File: config.mk
export PLATFORM = sky130hd
export DESIGN_NAME = sprite_rect_clip_uv_flat
export DESIGN_NICKNAME = d
export VERILOG_FILES = /design/src/design/src_pkg.sv /design/src/design/src_if.sv /design/src/design/src_cfg_if.sv /design/src/design/src_divider.sv /design/src/design/src_front.sv /design/src/design/src_queue.sv /design/src/design/src_back.sv /design/src/design/sprite_rect_clip_uv.sv /design/src/flat_wrapper.sv
export VERILOG_INCLUDE_DIRS = /design/src /design/src/design
export SDC_FILE = /design/constraint.sdc
export NUM_CORES = 2
export LEC_CHECK = 0
export BUFFER_PORTS_ARGS = -buffer_cell sky130_fd_sc_hd__buf_2
export CORE_ASPECT_RATIO = 1.1
export CORE_UTILIZATION = 30
export CTS_BUF_LIST = sky130_fd_sc_hd__clkbuf_4 sky130_fd_sc_hd__clkbuf_8 sky130_fd_sc_hd__clkbuf_16
export CTS_CLUSTER_SIZE = 20
export DETAILED_ROUTE_END_ITERATION = 8
export GPL_ROUTABILITY_DRIVEN = 0
export PLACE_DENSITY_LB_ADDON = 0.3
export SETUP_SLACK_MARGIN = 0.2
export SLEW_MARGIN = 20
export SYNTH_ARGS = -nofsm -noshare
export SYNTH_HDL_FRONTEND = slang
export SYNTH_SLANG_ARGS = --single-unit
File: constraint.sdc
create_clock -name clk -period 26.8 [get_ports clk]
set_clock_uncertainty 0.15 [all_clocks]
set_input_delay 2.68 -clock clk [delete_from_list [all_inputs] [get_ports clk]]
set_output_delay 2.68 -clock clk [all_outputs]
set_load 0.01 [all_outputs]
File: src/design/sprite_rect_clip_uv_assert.svh
// Assertion macros for the sprite clipper; only src_back includes them.
// Included by files that check their own logic; no other dependencies.
`ifndef SPRITE_RECT_CLIP_UV_ASSERT_SVH
`define SPRITE_RECT_CLIP_UV_ASSERT_SVH
`ifndef SYNTH
`define SRC_ASSERT(label, clk, rst, prop, msg) \
  label: assert property (@(posedge clk) disable iff (rst) prop) else $error(msg);
`define SRC_ASSERT_RST(label, clk, prop, msg) \
  label: assert property (@(posedge clk) prop) else $error(msg);
`else
`define SRC_ASSERT(label, clk, rst, prop, msg)
`define SRC_ASSERT_RST(label, clk, prop, msg)
`endif
`endif

File: src/design/src_pkg.sv
// Package for the sprite clipper: widths, register indexes, shared types.
// No dependencies.
package src_pkg;
  localparam int CoordW = 16;
  localparam int SizeW = 15;
  localparam int UvW = 16;
  localparam int QDepth = 2;

  typedef enum logic [1:0] {
    REG_CLIP_LEFT   = 2'd0,
    REG_CLIP_RIGHT  = 2'd1,
    REG_CLIP_TOP    = 2'd2,
    REG_CLIP_BOTTOM = 2'd3
  } reg_idx_t;

  localparam logic [CoordW-1:0] ClipLeftRst = 16'sd0;
  localparam logic [CoordW-1:0] ClipRightRst = 16'sd10240;
  localparam logic [CoordW-1:0] ClipTopRst = 16'sd0;
  localparam logic [CoordW-1:0] ClipBottomRst = 16'sd7680;

  typedef struct packed {
    logic signed [CoordW-1:0] left_x;
    logic signed [CoordW-1:0] top_y;
    logic [15:0] depth;
    logic [SizeW-1:0] width;
    logic [SizeW-1:0] height;
    logic [UvW-1:0] u_start;
    logic [UvW-1:0] v_start;
    logic [UvW-1:0] u_end;
    logic [UvW-1:0] v_end;
    logic [31:0] colour_in;
    logic [7:0] texture_in;
  } sprite_t;

  typedef struct packed {
    logic [1:0] corner;
    logic signed [CoordW-1:0] screen_x;
    logic signed [CoordW-1:0] screen_y;
    logic [15:0] depth_out;
    logic [UvW-1:0] tex_u;
    logic [UvW-1:0] tex_v;
    logic [31:0] colour_out;
    logic [7:0] texture_out;
    logic last_corner;
  } vertex_t;

  typedef struct packed {
    logic [UvW-1:0] u1;
    logic [UvW-1:0] v1;
    logic [UvW-1:0] u2;
    logic [UvW-1:0] v2;
  } uvbox_t;

  // Finished sprite: clipped box plus pass-through fields.
  typedef struct packed {
    logic signed [CoordW-1:0] x1;
    logic signed [CoordW-1:0] y1;
    logic signed [CoordW-1:0] x2;
    logic signed [CoordW-1:0] y2;
    uvbox_t uv;
    logic [15:0] depth;
    logic [31:0] colour;
    logic [7:0] texture;
  } quad_t;

  // Classified request handed from the front to the back through the queue.
  typedef struct packed {
    logic signed [CoordW+1:0] x1;
    logic signed [CoordW+1:0] x2;
    logic signed [CoordW+1:0] y1;
    logic signed [CoordW+1:0] y2;
    logic signed [CoordW+1:0] cl;
    logic signed [CoordW+1:0] cr;
    logic signed [CoordW+1:0] ct;
    logic signed [CoordW+1:0] cb;
    uvbox_t uv;
    logic [15:0] depth;
    logic [31:0] colour;
    logic [7:0] texture;
  } job_t;

  typedef enum logic [3:0] {
    ST_IDLE, ST_LMUL, ST_LDIV, ST_RMUL, ST_RDIV,
    ST_TMUL, ST_TDIV, ST_BMUL, ST_BDIV, ST_DONE
  } bstate_t;
endpackage

File: src/design/src_if.sv
// Valid/ready channel carrying one payload of a chosen type.
// Uses src_pkg types at the instantiation site.
interface src_stream_if #(parameter type payload_t = logic) (input logic clk);
  logic valid;
  logic ready;
  payload_t data;
  modport source (output valid, output data, input ready);
  modport sink (input valid, input data, output ready);
endinterface

File: src/design/src_cfg_if.sv
// Configuration write channel: register index and write data.
// Depends on src_pkg for widths.
interface src_cfg_if (input logic clk);
  logic valid;
  logic ready;
  logic [1:0] index;
  logic [src_pkg::CoordW-1:0] data;
  modport source (output valid, output index, output data, input ready);
  modport sink (input valid, input index, input data, output ready);
endinterface

File: src/design/src_divider.sv
// Restoring divider, one quotient bit per cycle, unsigned operands.
// Depends on src_pkg for widths.
module src_divider (
  input  logic clk,
  input  logic rst,
  input  logic start,
  input  logic [src_pkg::UvW+src_pkg::CoordW+1:0] dividend,
  input  logic [src_pkg::CoordW+1:0] divisor,
  output logic busy,
  output logic [src_pkg::UvW+src_pkg::CoordW+1:0] quotient
);
  import src_pkg::*;
  localparam int NW = UvW + CoordW + 2;
  localparam int DW = CoordW + 2;
  localparam int CW = $clog2(NW + 1);

  logic [NW-1:0] q;
  logic [DW:0] rem;
  logic [DW-1:0] dvs;
  logic [CW-1:0] cnt;
  logic [DW:0] trial;

  assign trial = {rem[DW-1:0], q[NW-1]};
  assign busy = (cnt != '0);
  assign quotient = q;

  always_ff @(posedge clk) begin
    if (rst) begin
      cnt <= '0;
    end else if (start) begin
      cnt <= CW'(NW);
    end else if (busy) begin
      cnt <= cnt - 1'b1;
    end
  end

  always_ff @(posedge clk) begin
    if (start) begin
      q <= dividend;
      rem <= '0;
      dvs <= divisor;
    end else if (busy) begin
      if (trial >= {1'b0, dvs}) begin
        rem <= trial - {1'b0, dvs};
        q <= {q[NW-2:0], 1'b1};
      end else begin
        rem <= trial;
        q <= {q[NW-2:0], 1'b0};
      end
    end
  end
endmodule

File: src/design/src_front.sv
// Front end: holds clip registers, accepts sprites, rejects those outside.
// Depends on src_pkg, src_stream_if and src_cfg_if.
module src_front (
  input  logic clk,
  input  logic rst,
  src_cfg_if.sink cfg,
  src_stream_if.sink sprite_in,
  output logic job_valid,
  input  logic job_ready,
  output src_pkg::job_t job
);
  import src_pkg::*;

  logic signed [CoordW-1:0] clip_left, clip_right, clip_top, clip_bottom;
  job_t j;
  logic keep;
  logic signed [CoordW+1:0] xl, yl;

  assign cfg.ready = 1'b1;
  assign sprite_in.ready = job_ready;
  assign job_valid = sprite_in.valid && keep;
  assign job = j;

  always_ff @(posedge clk) begin
    if (rst) begin
      clip_left <= ClipLeftRst;
      clip_right <= ClipRightRst;
      clip_top <= ClipTopRst;
      clip_bottom <= ClipBottomRst;
    end else if (cfg.valid) begin
      case (reg_idx_t'(cfg.index))
        REG_CLIP_LEFT: clip_left <= cfg.data;
        REG_CLIP_RIGHT: clip_right <= cfg.data;
        REG_CLIP_TOP: clip_top <= cfg.data;
        REG_CLIP_BOTTOM: clip_bottom <= cfg.data;
        default: ;
      endcase
    end
  end

  always_comb begin
    j.x1 = (CoordW+2)'(sprite_in.data.left_x);
    j.y1 = (CoordW+2)'(sprite_in.data.top_y);
    j.x2 = j.x1 + $signed({3'b0, sprite_in.data.width});
    j.y2 = j.y1 + $signed({3'b0, sprite_in.data.height});
    j.cl = (CoordW+2)'(clip_left);
    j.cr = (CoordW+2)'(clip_right);
    j.ct = (CoordW+2)'(clip_top);
    j.cb = (CoordW+2)'(clip_bottom);
    j.uv.u1 = sprite_in.data.u_start;
    j.uv.v1 = sprite_in.data.v_start;
    j.uv.u2 = sprite_in.data.u_end;
    j.uv.v2 = sprite_in.data.v_end;
    j.depth = sprite_in.data.depth;
    j.colour = sprite_in.data.colour_in;
    j.texture = sprite_in.data.texture_in;
    xl = (j.x1 < j.cl) ? j.cl : j.x1;
    yl = (j.y1 < j.ct) ? j.ct : j.y1;
    keep = !(j.x2 < j.cl) && !(xl > j.cr) && !(j.y2 < j.ct) && !(yl > j.cb);
  end
endmodule

File: src/design/src_queue.sv
// Small FIFO of classified requests between the front and the back.
// Depends on src_pkg.
module src_queue (
  input  logic clk,
  input  logic rst,
  input  logic in_valid,
  output logic in_ready,
  input  src_pkg::job_t in_data,
  output logic out_valid,
  input  logic out_ready,
  output src_pkg::job_t out_data
);
  import src_pkg::*;
  localparam int AW = $clog2(QDepth);

  job_t mem [QDepth];
  logic [AW-1:0] wp, rp;
  logic [AW:0] cnt;
  logic push, pop;

  assign in_ready = (cnt != (AW+1)'(QDepth));
  assign out_valid = (cnt != '0);
  assign out_data = mem[rp];
  assign push = in_valid && in_ready;
  assign pop = out_valid && out_ready;

  always_ff @(posedge clk) begin
    if (rst) begin
      wp <= '0;
      rp <= '0;
      cnt <= '0;
    end else begin
      if (push) wp <= wp + 1'b1;
      if (pop) rp <= rp + 1'b1;
      cnt <= cnt + (AW+1)'(push) - (AW+1)'(pop);
    end
  end

  always_ff @(posedge clk) begin
    if (push) mem[wp] <= in_data;
  end
endmodule

File: src/design/src_back.sv
// Back end: clips each edge in turn with a shared multiplier and divider,
// then emits four corner vertices. Depends on src_pkg, src_divider, macros.
`include "sprite_rect_clip_uv_assert.svh"
module src_back (
  input  logic clk,
  input  logic rst,
  input  logic job_valid,
  output logic job_ready,
  input  src_pkg::job_t job_in,
  src_stream_if.source vtx_out
);
  import src_pkg::*;
  localparam int SW = CoordW + 2;
  localparam int NW = UvW + CoordW + 2;

  bstate_t state, state_next;
  job_t w;
  logic signed [SW-1:0] xs, ys;
  logic signed [UvW:0] dt;
  logic [SW-1:0] ov;
  logic [NW-1:0] prod;
  logic neg;
  logic div_start, div_busy;
  logic [NW-1:0] quo;
  logic signed [NW:0] sq;
  quad_t quad;
  logic quad_valid;
  logic [1:0] k;
  logic take;
  logic clip_hit;
  logic started;

  src_divider u_div (
    .clk(clk), .rst(rst), .start(div_start), .dividend(prod),
    .divisor(((state == ST_LDIV) || (state == ST_RDIV)) ? xs : ys),
    .busy(div_busy), .quotient(quo)
  );

  assign take = job_valid && job_ready;
  assign job_ready = (state == ST_IDLE);
  assign sq = neg ? -$signed({1'b0, quo}) : $signed({1'b0, quo});

  // Whether the edge of the current multiply state needs clipping.
  always_comb begin
    case (state)
      ST_LMUL: clip_hit = w.x1 < w.cl;
      ST_RMUL: clip_hit = w.x2 > w.cr;
      ST_TMUL: clip_hit = w.y1 < w.ct;
      ST_BMUL: clip_hit = w.y2 > w.cb;
      default: clip_hit = 1'b0;
    endcase
  end

  always_comb begin
    state_next = state;
    case (state)
      ST_IDLE: if (take) state_next = ST_LMUL;
      ST_LMUL: state_next = clip_hit ? ST_LDIV : ST_RMUL;
      ST_LDIV: if (!div_busy && !div_start) state_next = ST_RMUL;
      ST_RMUL: state_next = clip_hit ? ST_RDIV : ST_TMUL;
      ST_RDIV: if (!div_busy && !div_start) state_next = ST_TMUL;
      ST_TMUL: state_next = clip_hit ? ST_TDIV : ST_BMUL;
      ST_TDIV: if (!div_busy && !div_start) state_next = ST_BMUL;
      ST_BMUL: state_next = clip_hit ? ST_BDIV : ST_DONE;
      ST_BDIV: if (!div_busy && !div_start) state_next = ST_DONE;
      ST_DONE: if (!quad_valid) state_next = ST_IDLE;
      default: state_next = ST_IDLE;
    endcase
  end

  always_comb begin
    case (state)
      ST_LDIV, ST_RDIV, ST_TDIV, ST_BDIV: div_start = started;
      default: div_start = 1'b0;
    endcase
  end

  always_ff @(posedge clk) begin
    if (rst) state <= ST_IDLE;
    else state <= state_next;
  end

  // Multiply step registers the magnitude of delta times overhang;
  // the divider is started from the divide state in the cycle after.
  always_ff @(posedge clk) begin
    if (rst) started <= 1'b0;
    else started <= (state_next == ST_LDIV || state_next == ST_RDIV ||
                     state_next == ST_TDIV || state_next == ST_BDIV) &&
                    (state == ST_LMUL || state == ST_RMUL ||
                     state == ST_TMUL || state == ST_BMUL);
  end

  logic [NW-1:0] mag;
  logic signed [NW+1:0] full;
  always_comb begin
    case (state)
      ST_LMUL, ST_RMUL: dt = $signed({1'b0, w.uv.u2}) - $signed({1'b0, w.uv.u1});
      default: dt = $signed({1'b0, w.uv.v2}) - $signed({1'b0, w.uv.v1});
    endcase
    case (state)
      ST_LMUL: ov = w.cl - w.x1;
      ST_RMUL: ov = w.x2 - w.cr;
      ST_TMUL: ov = w.ct - w.y1;
      default: ov = w.y2 - w.cb;
    endcase
    full = dt * $signed({1'b0, ov});
    mag = full[NW+1] ? NW'(-full) : NW'(full);
  end

  always_ff @(posedge clk) begin
    if (take) begin
      w <= job_in;
      xs <= job_in.x2 - job_in.x1;
      ys <= job_in.y2 - job_in.y1;
    end else begin
      case (state)
        ST_LMUL, ST_RMUL, ST_TMUL, ST_BMUL: if (clip_hit) begin
          prod <= mag;
          neg <= full[NW+1];
        end
        default: ;
      endcase
      case (state)
        ST_LDIV: if (!div_busy && !started) begin
          w.uv.u1 <= UvW'(w.uv.u1 + sq[UvW-1:0]);
          xs <= xs - (w.cl - w.x1);
          w.x1 <= w.cl;
        end
        ST_RDIV: if (!div_busy && !started) begin
          w.uv.u2 <= UvW'(w.uv.u2 - sq[UvW-1:0]);
          xs <= xs - (w.x2 - w.cr);
          w.x2 <= w.cr;
        end
        ST_TDIV: if (!div_busy && !started) begin
          w.uv.v1 <= UvW'(w.uv.v1 + sq[UvW-1:0]);
          ys <= ys - (w.ct - w.y1);
          w.y1 <= w.ct;
        end
        ST_BDIV: if (!div_busy && !started) begin
          w.uv.v2 <= UvW'(w.uv.v2 - sq[UvW-1:0]);
          ys <= ys - (w.y2 - w.cb);
          w.y2 <= w.cb;
        end
        default: ;
      endcase
    end
  end

  // Output stage: holds one finished quad and walks its four corners.
  logic leaving;
  assign leaving = vtx_out.valid && vtx_out.ready && (k == 2'd3);
  always_ff @(posedge clk) begin
    if (rst) begin
      quad_valid <= 1'b0;
      k <= '0;
    end else begin
      if (vtx_out.valid && vtx_out.ready) k <= k + 1'b1;
      if (leaving) quad_valid <= 1'b0;
      if (state == ST_DONE && !quad_valid) quad_valid <= 1'b1;
    end
  end

  always_ff @(posedge clk) begin
    if (state == ST_DONE && !quad_valid) begin
      quad.x1 <= CoordW'(w.x1);
      quad.x2 <= CoordW'(w.x2);
      quad.y1 <= CoordW'(w.y1);
      quad.y2 <= CoordW'(w.y2);
      quad.uv <= w.uv;
      quad.depth <= w.depth;
      quad.colour <= w.colour;
      quad.texture <= w.texture;
    end
  end

  always_comb begin
    vtx_out.valid = quad_valid;
    vtx_out.data.corner = k;
    vtx_out.data.screen_x = (k == 2'd1 || k == 2'd2) ? quad.x2 : quad.x1;
    vtx_out.data.screen_y = (k[1]) ? quad.y2 : quad.y1;
    vtx_out.data.tex_u = (k == 2'd1 || k == 2'd2) ? quad.uv.u2 : quad.uv.u1;
    vtx_out.data.tex_v = (k[1]) ? quad.uv.v2 : quad.uv.v1;
    vtx_out.data.depth_out = quad.depth;
    vtx_out.data.colour_out = quad.colour;
    vtx_out.data.texture_out = quad.texture;
    vtx_out.data.last_corner = (k == 2'd3);
  end

  `SRC_ASSERT(a_corner_idle, clk, rst, !quad_valid |-> k == 2'd0, "corner count not reset")
  `SRC_ASSERT(a_take_idle, clk, rst, take |=> state == ST_LMUL, "request not started")
  `SRC_ASSERT(a_last_drop, clk, rst, leaving |=> !quad_valid || $past(state == ST_DONE), "quad lingers")
endmodule

File: src/design/sprite_rect_clip_uv.sv
// Sprite rectangle clipper with texture coordinate correction.
// Each accepted sprite request is clipped edge by edge with one shared
// multiplier and a bit-serial divider; an edge that does not clip skips
// the divide. Four vertices then leave one per cycle, unless the output
// stalls, from a register stage while the next request is already being
// clipped. Sprites wholly outside the clip rectangle are dropped at the
// input and produce no vertices.
module sprite_rect_clip_uv (
  input  logic clk,
  input  logic rst,
  src_cfg_if.sink cfg,
  src_stream_if.sink sprite_in,
  src_stream_if.source vertex_out
);
  import src_pkg::*;

  logic job_valid, job_ready, q_valid, q_ready;
  job_t job, q_job;

  src_front u_front (
    .clk(clk), .rst(rst), .cfg(cfg), .sprite_in(sprite_in),
    .job_valid(job_valid), .job_ready(job_ready), .job(job)
  );

  src_queue u_queue (
    .clk(clk), .rst(rst), .in_valid(job_valid), .in_ready(job_ready),
    .in_data(job), .out_valid(q_valid), .out_ready(q_ready), .out_data(q_job)
  );

  src_back u_back (
    .clk(clk), .rst(rst), .job_valid(q_valid), .job_ready(q_ready),
    .job_in(q_job), .vtx_out(vertex_out)
  );
endmodule

File: src/flat_wrapper.sv
// flat-port wrapper written by rule: the top's interface ports become plain ports
module sprite_rect_clip_uv_flat import src_pkg::*;
  (clk, rst, cfg_valid, cfg_index, cfg_data, cfg_ready, sprite_in_valid, sprite_in_data, sprite_in_ready, vertex_out_valid, vertex_out_data, vertex_out_ready);
  src_cfg_if cfg_i (.clk(clk));
  src_stream_if #(.payload_t(sprite_t)) sprite_in_i (.clk(clk));
  src_stream_if #(.payload_t(vertex_t)) vertex_out_i (.clk(clk));
  input  logic clk;
  input  logic rst;
  input wire logic [$bits(cfg_i.valid)-1:0] cfg_valid;
  input wire logic [$bits(cfg_i.index)-1:0] cfg_index;
  input wire logic [$bits(cfg_i.data)-1:0] cfg_data;
  output wire logic [$bits(cfg_i.ready)-1:0] cfg_ready;
  input wire logic [$bits(sprite_in_i.valid)-1:0] sprite_in_valid;
  input wire logic [$bits(sprite_in_i.data)-1:0] sprite_in_data;
  output wire logic [$bits(sprite_in_i.ready)-1:0] sprite_in_ready;
  output wire logic [$bits(vertex_out_i.valid)-1:0] vertex_out_valid;
  output wire logic [$bits(vertex_out_i.data)-1:0] vertex_out_data;
  input wire logic [$bits(vertex_out_i.ready)-1:0] vertex_out_ready;
  assign cfg_i.valid = cfg_valid;
  assign cfg_i.index = cfg_index;
  assign cfg_i.data = cfg_data;
  assign cfg_ready = cfg_i.ready;
  assign sprite_in_i.valid = sprite_in_valid;
  assign sprite_in_i.data = sprite_in_data;
  assign sprite_in_ready = sprite_in_i.ready;
  assign vertex_out_valid = vertex_out_i.valid;
  assign vertex_out_data = vertex_out_i.data;
  assign vertex_out_i.ready = vertex_out_ready;
  sprite_rect_clip_uv u_core (.clk(clk), .rst(rst), .cfg(cfg_i), .sprite_in(sprite_in_i), .vertex_out(vertex_out_i));
endmodule
Yosys cells after proc, flatten, opt, wreduce, memory -nomap -nowiden
Memory sizes are Yosys's and may differ from the RTL's. A register that Yosys moved wholly into a read port is not among the register bits.
Cells that the tools add are included.
Word-level totals
  register bits after elaboration: 671
  latch bits: 0
  RAM bits: 528
  bits in read-only memories: 0
  bits of input ports: 205
  output and inout port bits: 126
  memories kept: 1
Operators by class
  add/sub/neg operators: 27
  $mul: 1
  divide/modulo/power cells: 0
  order comparisons: 11
  eq/ne operators: 24
  shifts and indexed selects: 0
  mux-type cells: 62
  bitwise logic cells: 1
  reductions and logical operators: 56
Memory list
  u_core.u_queue.mem: depth 2, width 264, read ports 1, clocked after memory_dff 1, wr ports 1, RTL line src_queue.sv:16  | job_t mem [QDepth];
Operator list (number)
  $mux 18: 18
  $mux 16: 13
  $sub 18x18->18: 11
  $mux 34: 3
  $mux 72: 1
  $pmux 18 s2: 2
  $mux 64: 1
  $pmux 18 s3: 1
  $pmux 4 s10: 1
  $gt 18x16->1: 2
  $gt 18x18->1: 2
  $lt 18x18->1: 2
  $mul 17x19->36: 1
  $add 16x16->17: 2
  $lt 17x16->1: 2
  $neg 34->34: 1
  $sub 16x16->17: 2
  $add 16x16->16: 2
  $lt 16x16->1: 2
  $sub 16x16->16: 2
  $eq 4x3->1 const B: 6
  $mux 4: 6
  $ge 19x18->1: 1
  $mux 17: 1
  other kinds (30): 97

Depth between registers and ports, before layout
  depth after elaboration: 12
  gate-level depth with buffers: 42

Hierarchy
From an unflattened synthesis, not the netlist that was laid out.
Unflattened totals
  cells, all modules: 6408
  area, all modules: 73693.2 µm²
Modules (own cells, without submodules)
  src_back: instances 1, cells each 4184, area each 42363.1 µm², seq. area each 15745.1 µm²
  src_queue: instances 1, cells each 850, area each 19412.4 µm², seq. area each 15955.3 µm²
  src_front: instances 1, cells each 980, area each 7587.3 µm², seq. area each 1281.2 µm²
  src_divider: instances 1, cells each 394, area each 4330.4 µm², seq. area each 2042.0 µm²

Least setup slack after synthesis
No wires, ideal clock.
  path kind: input-to-reg
  from: input port sprite_in_data[167]
  to: memory u_core.u_queue.mem[0][0] (netlist name) (enable)
  arrival time: 16.885 ns
  required time: 25.783 ns
  path slack: 8.898 ns
  stages on the path: 22
  buffers on the path: 1
  cells stage by stage: ha_1 a21o_1 a21o_1 a21oi_1 nor2b_1 o21ai_0 nand2b_1 a21oi_1 o31ai_1 a21oi_1 clkbuf_1 mux2_2 ha_1 a21o_1 a21o_1 a21oi_1 o21ai_0 a211oi_1 o22a_1 o311a_1 nand3_1 nor2_1
Between the ends
  word-level cells in the longest chain between the ends: 11
Ends and longest elaborated chain
  start, declared: RTL line flat_wrapper.sv:14  | input wire logic [$bits(sprite_in_i.data)-1:0] sprite_in_data;
  $lt 16x16->1: RTL line src_front.sv:57  | xl = (j.x1 < j.cl) ? j.cl : j.x1;
  $mux 18: RTL line src_front.sv:57
  $gt 18x16->1: RTL line src_front.sv:59  | keep = !(j.x2 < j.cl) && !(xl > j.cr) && !(j.y2 < j.ct) && !(yl > j.cb);
  $logic_not 1->1: RTL line src_front.sv:59
  $logic_and 1x1->1 * (3 in series): RTL line src_front.sv:59
  $logic_and 1x1->1 *: RTL line src_front.sv:21  | assign job_valid = sprite_in.valid && keep;
  $logic_and 1x1->1 *: RTL line src_queue.sv:24  | assign push = in_valid && in_ready;
  $mux 1 *: RTL line src_queue.sv:40  | if (push) mem[wp] <= in_data;
  $mux 1 (not written as such) *: RTL line src_queue.sv:40
  end, declared: RTL line src_queue.sv:16
Mark *: on every way between the ends. The rest lies on a longest branch, timed or not.

Worst setup path in the final report
  from: register u_core.u_back.w[210] (netlist name)
  to: register u_core.u_back.prod[30], data pin
Between the ends
  word-level cells in the longest chain between the ends: 5
Ends and longest elaborated chain
  start, declared: RTL line src_back.sv:17  | job_t w;
  start signal, assigned: RTL line src_back.sv:112  | w <= job_in;
  $sub 18x18->18 *: RTL line src_back.sv:103  | ST_TMUL: ov = w.ct - w.y1;
  $pmux 18 s3 *: RTL line src_back.sv:100  | case (state)
  $mul 17x19->36 *: RTL line src_back.sv:106  | full = dt * $signed({1'b0, ov});
  $neg 34->34: RTL line src_back.sv:107  | mag = full[NW+1] ? NW'(-full) : NW'(full);
  $mux 34 *: RTL line src_back.sv:107
  via u_core.u_back.mag[30]: RTL line src_back.sv:93  | logic [NW-1:0] mag;
  end signal, assigned: RTL line src_back.sv:118  | prod <= mag;
  end, declared: RTL line src_back.sv:21  | logic [NW-1:0] prod;
Mark *: on every way through the listed nets, which the timed path passes. The rest lies on a longest branch.
A chain may end at the register's enable or synchronous reset.

==> run summary <==
DETAILED ROUTING
----------------------------------------------------------------------------------------------------
Wire length per cell                                                                        20.76 um
DRC violations left                                                                                0
Routed WL                                                                                 197,500 um
Iter 0 DRT Violations                                                                          2,948
Drt via density                                                                                4.849
Router iterations before antenna repair                                                            6
ANT nets after route                                                                               0
Routed vias                                                                                   46,130

YOSYS
----------------------------------------------------------------------------------------------------
Share of the synthesized area in compound gates (AO/OA/AOI/OAI)                              0.09699
Netlist Area Pre-Place                                                                   69,060 um^2
Mux cell area share after synthesis                                                          0.06200
Post-synthesis sequential area ratio                                                          0.4889
Simple-gate share of the synthesized area                                                    0.09880
Number of cells produced by synthesis                                                          6,012
Dominant register cell in the synthesized netlist                                       sky130_fd_sc_hd__edfxtp_1
Share of flip-flops with an asynchronous set or reset                                              0
Number of enable-type register cells in the synthesized netlist                                1,057
Xor-xnor portion of the synthesized cell area                                                0.03750
Yosys synthesis warning count                                                                      0
Main combinational cell family by area after synthesis                                   adder cells
Distinct cell type count of the synthesized netlist                                               90
Top area cells in the synthesized netlist                                               sky130_fd_sc_hd__edfxtp_1 (46%), sky130_fd_sc_hd__ha_1 (9.2%), sky130_fd_sc_hd__fa_1 (7.4%)
Synthesized area per cell                                                                 11.49 um^2
Top cell type's share of synthesized area                                                     0.4596
Adder-cell share of the synthesized area                                                      0.1661
Post-synth top area cell                                                                sky130_fd_sc_hd__edfxtp_1
Count of state elements after synthesis                                                        1,158
Post-synthesis net count                                                                       6,980

WORST SETUP PATH
----------------------------------------------------------------------------------------------------
Crit Path Class                                                                           reg -> reg
Slowest-stage cell, CP                                                                  sky130_fd_sc_hd__o21ai_0
Endpoint arrival time on the critical path                                                 10,980 ps
Sort of element at the end of the critical path                                             register
Worst reg-to-reg setup slack                                                               16,180 ps
Critical path required time                                                                27,160 ps
Cell mode on critical path                                                              sky130_fd_sc_hd__fa_1
Largest fanout of any net on the critical path                                                    17
Crit-path max cell delay                                                                      680 ps
Startpoint kind of the worst setup timing path                                              register

CLOCKING
----------------------------------------------------------------------------------------------------
Worst-skew pair later-pin latency                                                             830 ps
Clock-pin slew reported for the worst setup and hold paths after clock tree synthesis          60 ps
Maximum number of buffers from clock root to sink                                                  3
Number of instances resized during post-cts repair                                                 0
Number of buffers inserted during clock tree synthesis                                           137
Clock net sink count                                                                           1,158
CTS H-tree depth                                                                                   4
Hold buffer count at CTS                                                                           0
Root buffer cell                                                                        sky130_fd_sc_hd__clkbuf_16
Post-CTS setup buffers                                                                             0
Clock tree from TritonCTS                                                                        yes

GLOBAL ROUTE
----------------------------------------------------------------------------------------------------
Vias in the first global route                                                                47,010
Wire length of the first global-routing pass                                              293,800 um
Largest net degree at the start of global routing                                                134
Antenna violations before repair                                                                  27
Total GRT Usage                                                                               0.1677
Final global-route overflow total                                                                  0

FINAL LAYOUT
----------------------------------------------------------------------------------------------------
Synth-to-layout area growth                                                                   14.48%
Layout filler cell count                                                                      22,650
Most common cell after layout, fill and taps aside                                      sky130_fd_sc_hd__edfxtp_1
Layout cells sized above 1                                                                    0.1563
Layout net count                                                                               7,298
Top library cells by usage in the layout, fill and taps aside                           sky130_fd_sc_hd__edfxtp_1 (1,057), sky130_fd_sc_hd__inv_1 (620), sky130_fd_sc_hd__nand2_1 (542), sky130_fd_sc_hd__ha_1 (506), sky130_fd_sc_hd__nor2_1 (421)

PLACE
----------------------------------------------------------------------------------------------------
Port-buffer cells                                                                                329
Detailed Place HPWL                                                                       149,500 um
Minimum setup slack after placement                                                        16,350 ps

DIE
----------------------------------------------------------------------------------------------------
Chip height                                                                                 505.2 um
I/O pins                                                                                         331
Number of rows created at floorplan                                                              184
Overall die area                                                                        232,100 um^2
Die outline width                                                                           459.5 um
Core ar.                                                                                228,600 um^2
Initial core utilization                                                                      0.3021

TIMING
----------------------------------------------------------------------------------------------------
Hold slack                                                                                  263.8 ps
Final Max Tran Viols                                                                               0
Fin crit period                                                                            10,620 ps
Slew headroom                                                                                 0.2637
Count of endpoints failing hold in the final timing report                                         0
Maximum clock rate                                                                         94.17 MHz
Final clock period utilization by the worst path                                              0.3962
Setup repair after global routing missed its margin                                            false
Slew @ Worst Pin                                                                             1105 ps
Number of setup violations in the final report                                                     0
Setup ws final                                                                             16,180 ps
Total Negative Setup Slacks                                                                     0 ps

OUTCOME
----------------------------------------------------------------------------------------------------
Status                                                                                  finished clean

WORST HOLD PATH
----------------------------------------------------------------------------------------------------
Worst hold path class                                                                     reg -> reg

FLOW RUN
----------------------------------------------------------------------------------------------------
Number of maximum-capacitance violations                                                           0

==> Yosys cell counts (13+ instances only) <==
master,number
sky130_fd_sc_hd__edfxtp_1,1057
sky130_fd_sc_hd__inv_1,620
sky130_fd_sc_hd__nand2_1,542
sky130_fd_sc_hd__ha_1,507
sky130_fd_sc_hd__nor2_1,424
sky130_fd_sc_hd__a21oi_1,319
sky130_fd_sc_hd__o21ai_0,273
sky130_fd_sc_hd__mux2_2,270
sky130_fd_sc_hd__fa_1,256
sky130_fd_sc_hd__xnor2_1,200
sky130_fd_sc_hd__clkbuf_1,154
sky130_fd_sc_hd__mux2i_1,124
sky130_fd_sc_hd__dfxtp_1,101
sky130_fd_sc_hd__a21o_1,91
sky130_fd_sc_hd__nand2b_1,91
sky130_fd_sc_hd__xor2_1,90
sky130_fd_sc_hd__nor3_1,74
sky130_fd_sc_hd__nor2b_1,69
sky130_fd_sc_hd__nand3_1,59
sky130_fd_sc_hd__buf_4,57
sky130_fd_sc_hd__o21a_1,47
sky130_fd_sc_hd__or2_2,41
sky130_fd_sc_hd__o21bai_1,39
sky130_fd_sc_hd__o31ai_1,39
sky130_fd_sc_hd__and3_1,36
sky130_fd_sc_hd__or3_1,35
sky130_fd_sc_hd__a211oi_1,32
sky130_fd_sc_hd__nand4_1,30
sky130_fd_sc_hd__a31oi_1,24
sky130_fd_sc_hd__a21boi_0,20
sky130_fd_sc_hd__and2_1,20
sky130_fd_sc_hd__o211ai_1,20
sky130_fd_sc_hd__o22ai_1,15
sky130_fd_sc_hd__a211o_1,14
sky130_fd_sc_hd__o31a_1,13
==> routing by layer <==
metal	up-vias	global-route usage	wire length [um]
met5	-	0	184
met4	34	0.08231	10370
met3	405	0.03769	11880
met2	1326	0.2722	90900
met1	22510	0.2091	84200
li1	21860	-	-
==> final cells by class <==
class | instances | area, um^2 | share of cell area
well taps | 3069 | 3840 | 0.04857
clock inverters | 73 | 1074 | 0.01358
multi-input cells | 4002 | 32010 | 0.4050
clock buffers | 173 | 3717 | 0.04702
repair buffers | 407 | 2272 | 0.02874
diodes | 7 | 17.52 | 0.0002216
flip-flops and latches | 1158 | 33770 | 0.4271
inverters | 624 | 2352 | 0.02975
==> kinds of logic after synthesis <==
kind of cell	count (synthesis)
AO/OA/AOI/OAI	1066
XOR/XNOR	292
adder cells (fa/ha/maj)	763
buffers and inverters	852
flip-flops	1158
multiplexers	394
other	1
AND/OR/NAND/NOR	1486
==> worst max-delay path: cells and delay by family, from the launching register on <==
family	cells	cell delay (ps)
AND/OR/NAND/NOR	9	2010
adder cells (fa/ha/maj)	9	4020
flip-flops	1	390
AO/OA/AOI/OAI	12	3110
buffers and inverters	5	460
XOR/XNOR	1	160
==> flip-flops by register name (all words and copies together), names as in the netlist, 2 cells and up, named ones only <==
register / count
u_core.u_back.u_div.quotient: 34
u_core.u_back.k: 2
u_core.u_back.u_div.dvs: 18
u_core.u_front.clip_right: 16
u_core.u_front.clip_left: 16
u_core.u_back.state: 4
u_core.u_back.prod: 34
u_core.u_back.vtx_out.data: 56
u_core.u_front.clip_top: 16
u_core.u_back.u_div.rem: 18
u_core.u_back.quad: 128
u_core.u_back.ys: 18
u_core.u_back.u_div.cnt: 6
u_core.u_queue.cnt: 2
u_core.u_queue.mem: 500
u_core.u_back.xs: 18
u_core.u_front.clip_bottom: 16
u_core.u_back.w: 250
==> final timing paths <==
check	from	to	cells after the start
worst min-delay path	u_core.u_back.w[54]	u_core.u_back.vtx_out.data[87]	0
worst max-delay path	u_core.u_back.w[210]	u_core.u_back.prod[30]	36
worst max register to register	u_core.u_back.w[210]	u_core.u_back.prod[30]	36
worst min register to register	u_core.u_back.w[54]	u_core.u_back.vtx_out.data[87]	0
==> stage by stage <==
| step | util | instances | instance area (um^2) |
|---|---|---|---|
| floorplan | - | 6012 | 69060 |
| global placement | 0.3247 | 9260 | 74230 |
| detailed placement | 0.3247 | 9260 | 74230 |
| CTS | 0.3457 | 9506 | 79020 |
| global route | 0.3458 | 9509 | 79040 |
| finish | 0.3458 | 9513 | 79050 |
Power is not shown: default switching activity piles up to over one toggle a cycle in this logic, so the estimate is an artifact.
